<file path="src/rtl/core/array_address_mapper_unit_macros.svh">
// ----------------------------------------------------------------------------
// Assertion macros shared by the array address mapper modules.
// ----------------------------------------------------------------------------
`ifndef ARRAY_ADDRESS_MAPPER_UNIT_MACROS_SVH
`define ARRAY_ADDRESS_MAPPER_UNIT_MACROS_SVH

// Concurrent assertion on an explicit clock and active-low reset.
`define AAM_ASSERT_CLK(lbl, clk, rstn, prop, msg) \
  lbl: assert property (@(posedge clk) disable iff (!rstn) prop) else $error(msg);

// Concurrent assertion on the block clock and reset.
`define AAM_ASSERT(lbl, prop, msg) `AAM_ASSERT_CLK(lbl, clk_i, rst_ni, prop, msg)

`endif

</file>
<file path="src/rtl/core/aam_pkg.sv">
// ----------------------------------------------------------------------------
// aam_pkg
// Types, codes and defaults shared by the array address mapper modules.
// ----------------------------------------------------------------------------
`default_nettype none

package aam_pkg;

  // Default configuration of the descriptor table.
  localparam int unsigned ARRAY_SLOTS_DEF = 16;
  localparam int unsigned MAX_DIMS_DEF    = 8;

  // Action codes of an input word.
  localparam logic [1:0] ACT_HEADER = 2'd0;
  localparam logic [1:0] ACT_BOUNDS = 2'd1;
  localparam logic [1:0] ACT_QUERY  = 2'd2;
  localparam logic [1:0] ACT_UNUSED = 2'd3;

  // Result status codes.
  localparam logic [1:0] ST_OK    = 2'd0;
  localparam logic [1:0] ST_UNDEF = 2'd1;
  localparam logic [1:0] ST_DUP   = 2'd2;
  localparam logic [1:0] ST_COUNT = 2'd3;

  // Input word.
  typedef struct packed {
    logic [1:0]         action;
    logic [3:0]         array_id;
    logic signed [31:0] base_address;
    logic [15:0]        element_bytes;
    logic [3:0]         dimension_count;
    logic signed [31:0] lower_bound;
    logic signed [31:0] upper_bound;
    logic signed [31:0] index_value;
    logic               last_index;
  } in_word_t;

  // Result word.
  typedef struct packed {
    logic signed [31:0] address;
    logic [1:0]         status;
  } out_word_t;

  // Commands from the controller to the datapath.
  typedef struct packed {
    logic accept;
    logic hdr_exec;
    logic bnd_exec;
    logic fin_mul;
    logic fin_upd;
    logic fin_off;
    logic q_mul;
    logic q_acc;
  } dp_cmd_t;

  // Status from the datapath to the controller.
  typedef struct packed {
    logic hdr_dup;
    logic bnd_finish;
    logic walk_last;
    logic q_last;
    logic out_busy;
  } dp_status_t;

endpackage

`default_nettype wire

</file>
<file path="src/rtl/core/aam_ctrl.sv">
// ----------------------------------------------------------------------------
// aam_ctrl
// Sequencer that steps the datapath through header, bounds, coefficient
// walk and query phases.
// ----------------------------------------------------------------------------
`default_nettype none

`include "array_address_mapper_unit_macros.svh"

module aam_ctrl (
  input  logic                 clk_i,
  input  logic                 rst_ni,
  input  logic                 in_valid_i,
  input  logic [1:0]           in_action_i,
  output logic                 in_ready_o,
  input  aam_pkg::dp_status_t  status_i,
  output aam_pkg::dp_cmd_t     cmd_o
);

  localparam logic [2:0] S_IDLE = 3'd0;
  localparam logic [2:0] S_HDR  = 3'd1;
  localparam logic [2:0] S_BND  = 3'd2;
  localparam logic [2:0] S_FMUL = 3'd3;
  localparam logic [2:0] S_FUPD = 3'd4;
  localparam logic [2:0] S_FOFF = 3'd5;
  localparam logic [2:0] S_QMUL = 3'd6;
  localparam logic [2:0] S_QACC = 3'd7;

  logic [2:0] state_q, state_d;
  logic       accept;
  logic       q_start;
  logic [6:0] exec_vec;

  // A word is taken only between operations.
  assign in_ready_o = (state_q == S_IDLE);
  assign accept     = in_valid_i && in_ready_o;

  // Next state and datapath commands.
  always_comb begin
    state_d = state_q;
    cmd_o   = '0;
    cmd_o.accept = accept;
    unique case (state_q)
      S_IDLE: begin
        if (accept) begin
          unique case (in_action_i)
            aam_pkg::ACT_HEADER: state_d = S_HDR;
            aam_pkg::ACT_BOUNDS: state_d = S_BND;
            aam_pkg::ACT_QUERY:  state_d = S_QMUL;
            aam_pkg::ACT_UNUSED: state_d = S_IDLE;
          endcase
        end
      end
      S_HDR: begin
        // A duplicate definition needs a free result slot.
        if (!(status_i.hdr_dup && status_i.out_busy)) begin
          cmd_o.hdr_exec = 1'b1;
          state_d        = S_IDLE;
        end
      end
      S_BND: begin
        cmd_o.bnd_exec = 1'b1;
        state_d        = status_i.bnd_finish ? S_FMUL : S_IDLE;
      end
      S_FMUL: begin
        cmd_o.fin_mul = 1'b1;
        state_d       = S_FUPD;
      end
      S_FUPD: begin
        cmd_o.fin_upd = 1'b1;
        state_d       = status_i.walk_last ? S_FOFF : S_FMUL;
      end
      S_FOFF: begin
        cmd_o.fin_off = 1'b1;
        state_d       = S_IDLE;
      end
      S_QMUL: begin
        cmd_o.q_mul = 1'b1;
        state_d     = S_QACC;
      end
      S_QACC: begin
        // The last index of a query needs a free result slot.
        if (!(status_i.q_last && status_i.out_busy)) begin
          cmd_o.q_acc = 1'b1;
          state_d     = S_IDLE;
        end
      end
      default: state_d = S_IDLE;
    endcase
  end

  // State register.
  always_ff @(posedge clk_i or negedge rst_ni) begin
    if (!rst_ni) begin
      state_q <= S_IDLE;
    end else begin
      state_q <= state_d;
    end
  end

  // Signals watched by the assertions.
  assign q_start  = accept && (in_action_i == aam_pkg::ACT_QUERY);
  assign exec_vec = {cmd_o.hdr_exec, cmd_o.bnd_exec, cmd_o.fin_mul, cmd_o.fin_upd,
                     cmd_o.fin_off, cmd_o.q_mul, cmd_o.q_acc};

  `AAM_ASSERT(a_query_mul_next, q_start |=> cmd_o.q_mul, "query word not followed by multiply")
  `AAM_ASSERT(a_single_cmd, $onehot0(exec_vec), "more than one datapath command")
  `AAM_ASSERT(a_walk_order, cmd_o.fin_upd |=> (cmd_o.fin_mul || cmd_o.fin_off), "walk broken")

endmodule

`default_nettype wire

</file>
<file path="config.mk">
export PLATFORM = sky130hd
export DESIGN_NAME = aam_ctrl
export DESIGN_NICKNAME = d
export VERILOG_FILES = /design/src/rtl/core/aam_pkg.sv /design/src/rtl/core/aam_ctrl.sv
export VERILOG_INCLUDE_DIRS = /design/src /design/src/rtl/core
export SDC_FILE = /design/constraint.sdc
export NUM_CORES = 1
export LEC_CHECK = 0
export ABC_AREA = 1
export BUFFER_PORTS_ARGS = -buffer_cell sky130_fd_sc_hd__buf_2
export CORE_AREA = 2 2 39 41
export CTS_BUF_LIST = sky130_fd_sc_hd__clkbuf_4 sky130_fd_sc_hd__clkbuf_8 sky130_fd_sc_hd__clkbuf_16
export DETAILED_ROUTE_END_ITERATION = 7
export DIE_AREA = 0 0 41 43
export GPL_TIMING_DRIVEN = 0
export MAX_ROUTING_LAYER = met4
export REMOVE_ABC_BUFFERS = 1
export SLEW_MARGIN = 20
export SYNTH_ARGS = -nofsm -noshare
export SYNTH_HDL_FRONTEND = slang
export SYNTH_SLANG_ARGS = --single-unit
</file>
<file path="constraint.sdc">
create_clock -name clk_i -period 1.5 [get_ports clk_i]
set_input_delay 0.3 -clock clk_i [delete_from_list [all_inputs] [get_ports clk_i]]
set_output_delay 0.3 -clock clk_i [all_outputs]
set_load 0.05 [all_outputs]
</file>
==> results of run 1 <==
==> critical path, cell delays in order (launching register included) <==
cell,delay [ns]
dfrtp_2,0.45
nor2_2,0.18
nand2_1,0.08
nor2_1,0.12
buf_6,0.17
==> report_power, final <==
group / internal (mW) / switching (mW) / leakage (nW)
Clock: 0.118 / 0.0405 / 0.0184
Combinational: 0.245 / 0.478 / 0.260
Sequential: 0.117 / 0.0611 / 0.0362
==> cell type report <==
type	instances	share of cell area
Timing Repair Buffer	21	0.276
Multi-Input combinational cell	42	0.421
Sequential cell	3	0.140
Clock buffer	4	0.0543
Inverter	10	0.0724
Tap cell	16	0.0362
==> per-stage QoR <==
stage | TNS (ns) | instance area, sq um | setup slack (ns)
2_1_floorplan | -1.35 | 329 | -0.375
3_3_place_gp | 0 | 439 | 0.0358
3_5_place_dp | 0 | 439 | 0.0542
4_1_cts | -0.102 | 531 | -0.0346
5_1_grt | -0.383 | 553 | -0.110
6_report | -0.0730 | 553 | -0.0367
==> layer usage <==
metal | GRT usage | vias to the layer above | part of all wire
met3 | 0.0157 | 0 | 0.050
li1 | - | 220 | -
met2 | 0.156 | 13 | 0.51
met4 | 0.0600 | 0 | 0
met5 | - | - | 0
met1 | 0.145 | 168 | 0.44
==> timing repair <==
action	4_1_cts	5_1_grt
pin swaps	1	1
endpoints found under the setup margin	9	9
buffers inserted	2	0
gates resized for setup	13	12
endpoints found under the hold margin	3	0
hold buffers	1	0
==> layout by cell type (no fill, tap or decap), drive strengths merged <==
cell and n:
o21ai 2, dfrtp 3, buf 19, nor3 2
nor2b 1, nor2 10, inv 10, clkbuf 5
a21oi 2, ha 2, dlygate4sd3 1, nand2 16
nand3 7
==> worst min-delay path by stage <==
stage                       from    endpoint  slack (ns)  cells after the start
final                     rst_ni  state_q[2]        0.40                      2
after global routing      rst_ni  state_q[2]        0.40                      2
after CTS                 rst_ni  state_q[0]        0.39                      2
after detailed placement  rst_ni  state_q[2]         0.1                      1
after global placement    rst_ni  state_q[2]         0.1                      1
after floorplan           rst_ni  state_q[0]       0.004                      0
==> logic make-up after synthesis <==
group,Yosys count,share of synthesized area
AOI/OAI and AO/OA,4,0.0558
adders and majority gates,2,0.0697
buffers and inverters,13,0.188
DFF,3,0.209
and+or+nand+nor,36,0.477
==> impl_metrics.yaml, run 1 <==
synthesis:
  synth.most_common_cell: "nand2_1"
  synth_edf_count: 0
  synth-seq-cells: 3
  synth_top_area_frac: 0.209
  netlist_top_cells_area: "dfrtp_1 21%, nand2_1 15%, nand3_1 9.8%"
  synthesis.area_sq_um: 359
  yosysTopAreaCell: "dfrtp_1"
  synth_commonest_cells: "14 x nand2_1, 8 x inv_1, 7 x nand3_1"
  yosys_warnings: 0
  async_reset_ff_frac: 1.00
  synthFlopType: "dfrtp_1"
  ys_types: 16
  synth_cells: 58
  syn_avg_cell_area_sq_um: 6.19
  ys_seq_area_frac: 0.209
clock_tree:
  cts_buffer_depth: 2
  cts_tree: "yes"
  cts_sinks: 3
  cts_max_level: 1
  cts_root_buf: "clkbuf_4"
  path_clk_slew_ns: 0.04
  cts_made_buffers: 3
  insertion_delay_ns: 0.23
sta:
  max_slew_margin: 0.876
  hold_viol_final: 0
  tightest_slew_ns: 0.185
  setup_viol: 3
  finalClockSkew_ns: 0.000318
  fin_ws_ns: -0.0367
  fmax_mhz: 651
  whs_ns: 0.397
  rsz0062_at_grt: "yes"
  min_period_ns: 1.54
  final_max_slew_viol_count: 0
  period_share: 1.02
pwr:
  pwr_density_cell_nw_per_um2: 1920
  p_leak_nw: 0.315
  ir_worst_vdd_mv: 1.04
  finalPower_mw: 1.06
detailed_routing:
  drtAntennaViolNets: 0
  vias_per_cell: 4.18
  wl_um: 808
  wl_per_cell_um: 8.42
  drc_errors: 0
  drt_iter0_drc: 9
  first_pass_iters: 4
  vias: 401
place:
  gp_congestion: 0.744
  dp.cells: 89
  io_buffers: 18
  dp_hpwl_um: 583
worst_setup_path:
  critPathMaxFanout: 6
  crit_path_start_kind: "register"
  cp.arrival_ns: 1.24
  r2r-start: "state_q[1]"
  critPathKind: "register to output port"
  crit_required_ns: 1.20
  reg2reg_depth: 6
  critPathLaunch: "state_q[0]"
  endpoint_kind: "output port"
  endpoint: "cmd_o[7]"
  r2r_setup_slack_ns: 0.32
  worstReg2RegEnd: "state_q[0]"
grt:
  antenna_found_initial: 0
  grt_pass1_wl_um: 1300
  grt_max_degree: 12
  grtUsageTotal: 0.110
  grt_pass1_vias: 329
  gr-total-overflow: 0
floorplan:
  ios: 19
  start_util: 0.259
  die_x_um: 41
  die-area_sq_um: 1760
  core_area_sq_um: 1380
  std_cell_rows: 14
  fp.dieH_um: 43
final_layout:
  area_growth_pct: 54.0
  multiInputGateArea_sq_um: 233
  fill_cells: 155
  stdcell_count: 96
  regArea_sq_um: 77.6
  utilization: 0.400
  top_register: "state_q"
  top_regs: "state_q x3"
  drive_above_1_share: 0.500
  largest_reg_flops: 3
  nets: 93
  diodes: 0
hold_path:
  hp-class: "input port to asynchronous set/reset pin"
status:
  violations: "setup timing"
  status: "finished, violations left"
run:
  drv_cap: 0
Note: power is estimated with default switching activity, not from simulation.
==> run 2: changes to the inputs <==
--- a/config.mk
+++ b/config.mk
@@ -8,12 +8,13 @@
 export LEC_CHECK = 0
 export ABC_AREA = 1
 export BUFFER_PORTS_ARGS = -buffer_cell sky130_fd_sc_hd__buf_2
-export CORE_AREA = 2 2 39 41
+export CELL_PAD_IN_SITES_DETAIL_PLACEMENT = 0
+export CELL_PAD_IN_SITES_GLOBAL_PLACEMENT = 1
+export CORE_UTILIZATION = 26
 export CTS_BUF_LIST = sky130_fd_sc_hd__clkbuf_4 sky130_fd_sc_hd__clkbuf_8 sky130_fd_sc_hd__clkbuf_16
 export DETAILED_ROUTE_END_ITERATION = 7
-export DIE_AREA = 0 0 41 43
 export GPL_TIMING_DRIVEN = 0
-export MAX_ROUTING_LAYER = met4
+export PLACE_DENSITY_LB_ADDON = 0.1
 export REMOVE_ABC_BUFFERS = 1
 export SLEW_MARGIN = 20
 export SYNTH_ARGS = -nofsm -noshare
==> constraint.sdc (replaced) <==
create_clock -name clk_i -period 1.5 [get_ports clk_i]
set_input_delay 0.3 -clock clk_i [delete_from_list [all_inputs] [get_ports clk_i]]
set_output_delay 0.3 -clock clk_i [all_outputs]
set_load 0.02 [all_outputs]
==> impl_metrics.yaml, run 2 (synthesized netlist as in run 1, its figures left out) <==
status:
  status: "complete, no violations"
worst_setup_path:
  critPathMaxFanout: 6
  r2r_setup_slack_ns: 0.37
  worstReg2RegEnd: "state_q[0]"
  r2r-start: "state_q[1]"
  critPathKind: "register to output port"
  endpoint_kind: "output port"
  crit_path_start_kind: "register"
  crit_required_ns: 1.20
  cp.arrival_ns: 1.18
  reg2reg_depth: 6
final_layout:
  largest_reg_flops: 3
  final_cell_mix: "15 x buf_2, 13 x nand2_1, 8 x inv_1, 7 x nand3_1"
  fill_cells: 159
  area_growth_pct: 42.9
  stdcell_area_sq_um: 513
  utilization: 0.399
  top_register: "state_q"
  nets: 93
  final_common_cell: "buf_2"
  diodes: 0
  stdcell_count: 95
  top_regs: "state_q x3"
  drive_above_1_share: 0.450
detailed_routing:
  top_layer: "met3"
  route.met3.wl_um: 40
  vias: 386
  wl_per_cell_um: 8.36
  wl_met1_um: 395
  drtAntennaViolNets: 0
  wl_um: 794
  met2_length_um: 358
  vias_per_cell: 4.06
  first_pass_iters: 2
  drt_iter0_drc: 4
  drc_errors: 0
hold_path:
  hp-class: "input port to asynchronous set/reset pin"
sta:
  finalClockSkew_ns: 0.00378
  period_share: 0.985
  setup_viol: 0
  tightest_slew_ns: 0.144
  final_max_slew_viol_count: 0
  min_period_ns: 1.48
  hold_viol_final: 0
  max_slew_margin: 0.903
  rsz0062_at_grt: "yes"
  finalSetupTns_ns: 0
  fmax_mhz: 677
floorplan:
  std_cell_rows: 13
  core_area_sq_um: 1280
  die-area_sq_um: 1530
  die_x_um: 39.2
  start_util: 0.279
  ios: 19
  fp.dieH_um: 39.2
grt:
  grt_pass1_vias: 333
  grtUsageTotal: 0.120
  gr-total-overflow: 0
  antenna_found_initial: 0
  grt_max_degree: 12
  grt_pass1_wl_um: 1260
pwr:
  finalPower_mw: 0.834
  clockPowerShare: 0.193
  ir_worst_vdd_mv: 0.673
  power_switching_mw: 0.409
  internal-power_mw: 0.425
  pwr_density_cell_nw_per_um2: 1630
  p_leak_nw: 0.312
  pwr-share-comb: 0.613
  seq_power_share: 0.194
  swShare: 0.491
place:
  dp.cells: 88
  place_area_sq_um: 438
  dp_hpwl_um: 567
  io_buffers: 18
  gp_congestion: 0.719
clock_tree:
  path_clk_slew_ns: 0.04
  cts_made_buffers: 3
  cts_max_level: 1
  cts_sinks: 3
  cts_buffer_depth: 2
  cts_root_buf: "clkbuf_4"
  insertion_delay_ns: 0.23
  cts_tree: "yes"
run:
  drv_cap: 0
[run 2: changes by cell type in the layout (fill, tap and decap cells not counted)]
cell | before | now
buf_2 | 9 | 15
buf_6 | 4 | 0
a21oi_1 | 1 | 2
a21oi_2 | 1 | 0
buf_4 | 6 | 5
clkbuf_4 | 5 | 4
inv_1 | 7 | 8
inv_2 | 2 | 1
nand2_1 | 12 | 13
nand2_2 | 4 | 3
nor2_1 | 4 | 5
nor2_2 | 4 | 3
[run 2: layout make-up]
class	instances	area [sq um]	share of cell area
inverters	10	40.0	0.0780
flip-flops and latches	3	77.6	0.151
clock buffers	4	30.0	0.0585
well taps	15	18.8	0.0366
repair buffers	21	123	0.239
multi-input cells	42	224	0.437
[run 2: stage by stage]
step | setup slack [ns] | hold slack, ns
4_1_cts | 0.00554 | 0.386
2_1_floorplan | 0.182 | 0.00441
5_1_grt | -0.0285 | 0.396
3_5_place_dp | 0.151 | 0.0976
6_report | 0.0223 | 0.388
3_3_place_gp | 0.149 | 0.0957
[run 2: power by group through the flow]
| stage | Clock (mW) | Sequential (mW) | Combinational (mW) |
|---|---|---|---|
| finish | 0.161 | 0.162 | 0.511 |
| global placement | 0 | 0.174 | 0.447 |
| detailed placement | 0 | 0.172 | 0.444 |
| global route | 0.173 | 0.168 | 0.575 |
| CTS | 0.166 | 0.161 | 0.500 |
| floorplan | 0 | 0.158 | 0.328 |
[run 2: worst max path at each step]
stage / startpoint / endpoint / slack, ns / depth (start not counted)
2_1_floorplan: state_q[1] / cmd_o[6] / 0.18 / 3
3_3_place_gp: state_q[1] / cmd_o[0] / 0.15 / 5
3_5_place_dp: state_q[1] / cmd_o[0] / 0.15 / 5
4_1_cts: state_q[1] / cmd_o[6] / 0.006 / 4
5_1_grt: state_q[1] / in_ready_o / -0.03 / 4
6_report: state_q[1] / cmd_o[3] / 0.02 / 3
[run 2: timing repair]
action / in CTS / in global routing
pin swaps: 0 / 0
gates resized for setup: 3 / 5
gates cloned: 0 / 0
hold buffers: 1 / 0
hold endpoints to repair: 3 / 0
setup buffers: 2 / 0
endpoints found under the setup margin: 4 / 5
[run 2: critical path, cell delays in order (launching register included)]
cell and delay [ns]:
dfrtp_2 0.44, buf_4 0.17, nor3_1 0.15, buf_2 0.18
[run 2: layer usage]
metal  vias up  global-route usage
li1        220                   -
met5         -                   0
met3         0              0.0173
met1       153               0.161
met4         0              0.0517
met2        13               0.188
==> run 3: changes to the inputs <==
--- a/config.mk
+++ b/config.mk
@@ -14,7 +14,7 @@
 export CTS_BUF_LIST = sky130_fd_sc_hd__clkbuf_4 sky130_fd_sc_hd__clkbuf_8 sky130_fd_sc_hd__clkbuf_16
 export DETAILED_ROUTE_END_ITERATION = 7
 export GPL_TIMING_DRIVEN = 0
-export PLACE_DENSITY_LB_ADDON = 0.1
+export PLACE_DENSITY = 0.78
 export REMOVE_ABC_BUFFERS = 1
 export SLEW_MARGIN = 20
 export SYNTH_ARGS = -nofsm -noshare
==> impl_metrics.yaml, run 3 (synthesized netlist as in run 1, its figures left out) <==
detailed_routing:
  wl_um: 758
  wl_per_cell_um: 7.81
  first_pass_iters: 2
  drtAntennaViolNets: 0
  drt_iter0_drc: 1
  vias: 412
  drc_errors: 0
  vias_per_cell: 4.25
final_layout:
  fill_cells: 142
  top_register: "state_q"
  area_growth_pct: 59.2
  multiInputGateArea_sq_um: 250
  top_regs: "state_q x3"
  diodes: 0
  nets: 95
  drive_above_1_share: 0.561
  stdcell_count: 97
  stdcell_area_sq_um: 572
  utilization: 0.445
  final_cell_mix: "11 x nand2_1, 11 x buf_2, 9 x buf_4, 6 x inv_1, 6 x nand3_1"
  largest_reg_flops: 3
  regArea_sq_um: 77.6
pwr:
  p_leak_nw: 0.326
  pwr_density_cell_nw_per_um2: 1670
  finalPower_mw: 0.956
  ir_worst_vdd_mv: 0.754
worst_setup_path:
  worstReg2RegEnd: "state_q[0]"
  path_cells: "buf_4 > nor3_1 > buf_2"
  max_stage_delay_ns: 0.46
  endpoint_kind: "output port"
  reg2reg_depth: 6
  critPathLaunch: "state_q[1]"
  critPathKind: "register to output port"
  cp.arrival_ns: 1.19
  r2r-start: "state_q[1]"
  cp_num_buf_inv: 2
  crit_family: "flip-flops"
  critPathMaxFanout: 7
  endpoint: "cmd_o[3]"
  crit_path_start_kind: "register"
  cp_slowest_cell: "dfrtp_2"
  crit_required_ns: 1.20
  r2r_setup_slack_ns: 0.35
  critical_path_depth: 3
floorplan:
  die-area_sq_um: 1530
  std_cell_rows: 13
  fp.dieH_um: 39.2
  start_util: 0.279
  die_x_um: 39.2
  core_area_sq_um: 1280
  ios: 19
grt:
  gr-total-overflow: 0
  grt_pass1_wl_um: 1260
  antenna_found_initial: 0
  grtUsageTotal: 0.120
  grt_max_degree: 12
  grt_pass1_vias: 325
sta:
  fmax_mhz: 671
  final_max_slew_viol_count: 0
  tightest_slew_ns: 0.175
  setup_viol: 0
  finalClockSkew_ns: 0.000392
  period_share: 0.994
  max_slew_margin: 0.884
  min_period_ns: 1.49
  fin_ws_ns: 0.00869
  rsz0062_at_grt: "yes"
  hold_viol_final: 0
clock_tree:
  cts_made_buffers: 3
  insertion_delay_ns: 0.23
  cts_buffer_depth: 2
  cts_sinks: 3
  path_clk_slew_ns: 0.04
  cts_max_level: 1
  cts_tree: "yes"
  cts_root_buf: "clkbuf_4"
place:
  dp_hpwl_um: 559
  gp_congestion: 0.739
  place_area_sq_um: 438
  dp.cells: 88
  place_ws_ns: 0.152
  io_buffers: 18
hold_path:
  hp-class: "input port to asynchronous set/reset pin"
run:
  drv_cap: 0
status:
  status: "complete, no violations"
## run 3: metal layers
metal / GRT usage / part of all wire / vias to the layer above
li1: - / - / 225
met1: 0.169 / 0.46 / 173
met2: 0.175 / 0.46 / 14
met3: 0.0231 / 0.086 / 0
met4: 0.0517 / 0 / 0
met5: 0 / 0 / -
## run 3: layout make-up
type                       instances  area share
multi-input combinational         42       0.438
timing repair buffer              23       0.271
sequential                         3       0.136
inverter                          10      0.0700
clock buffer                       4      0.0525
tap                               15      0.0328
## run 3: power by group
group / switching [mW] / leakage [nW] / internal (mW)
clock network: 0.0425 / 0.0184 / 0.118
registers: 0.0599 / 0.0362 / 0.117
logic: 0.348 / 0.271 / 0.270
## run 3: worst min path at each step
stage	slack, ns	from	end
2_1_floorplan	0.004	rst_ni	state_q[0]
4_1_cts	0.39	rst_ni	state_q[2]
5_1_grt	0.42	rst_ni	state_q[2]
3_3_place_gp	0.09	rst_ni	state_q[2]
3_5_place_dp	0.1	rst_ni	state_q[0]
6_report	0.39	rst_ni	state_q[2]
## run 3: per-stage QoR
| stage | hold slack [ns] | TNS (ns) |
|---|---|---|
| 3_3_place_gp | 0.0941 | 0 |
| 4_1_cts | 0.386 | 0 |
| 6_report | 0.387 | 0 |
| 3_5_place_dp | 0.0967 | 0 |
| 5_1_grt | 0.416 | -0.185 |
| 2_1_floorplan | 0.00441 | 0 |
## run 3: what timing repair did
item,CTS,global route
hold buffers,1,0
resized for setup,4,19
setup buffers,3,1
hold endpoints to repair,3,0
pin swaps,0,4
setup endpoints to repair,4,7
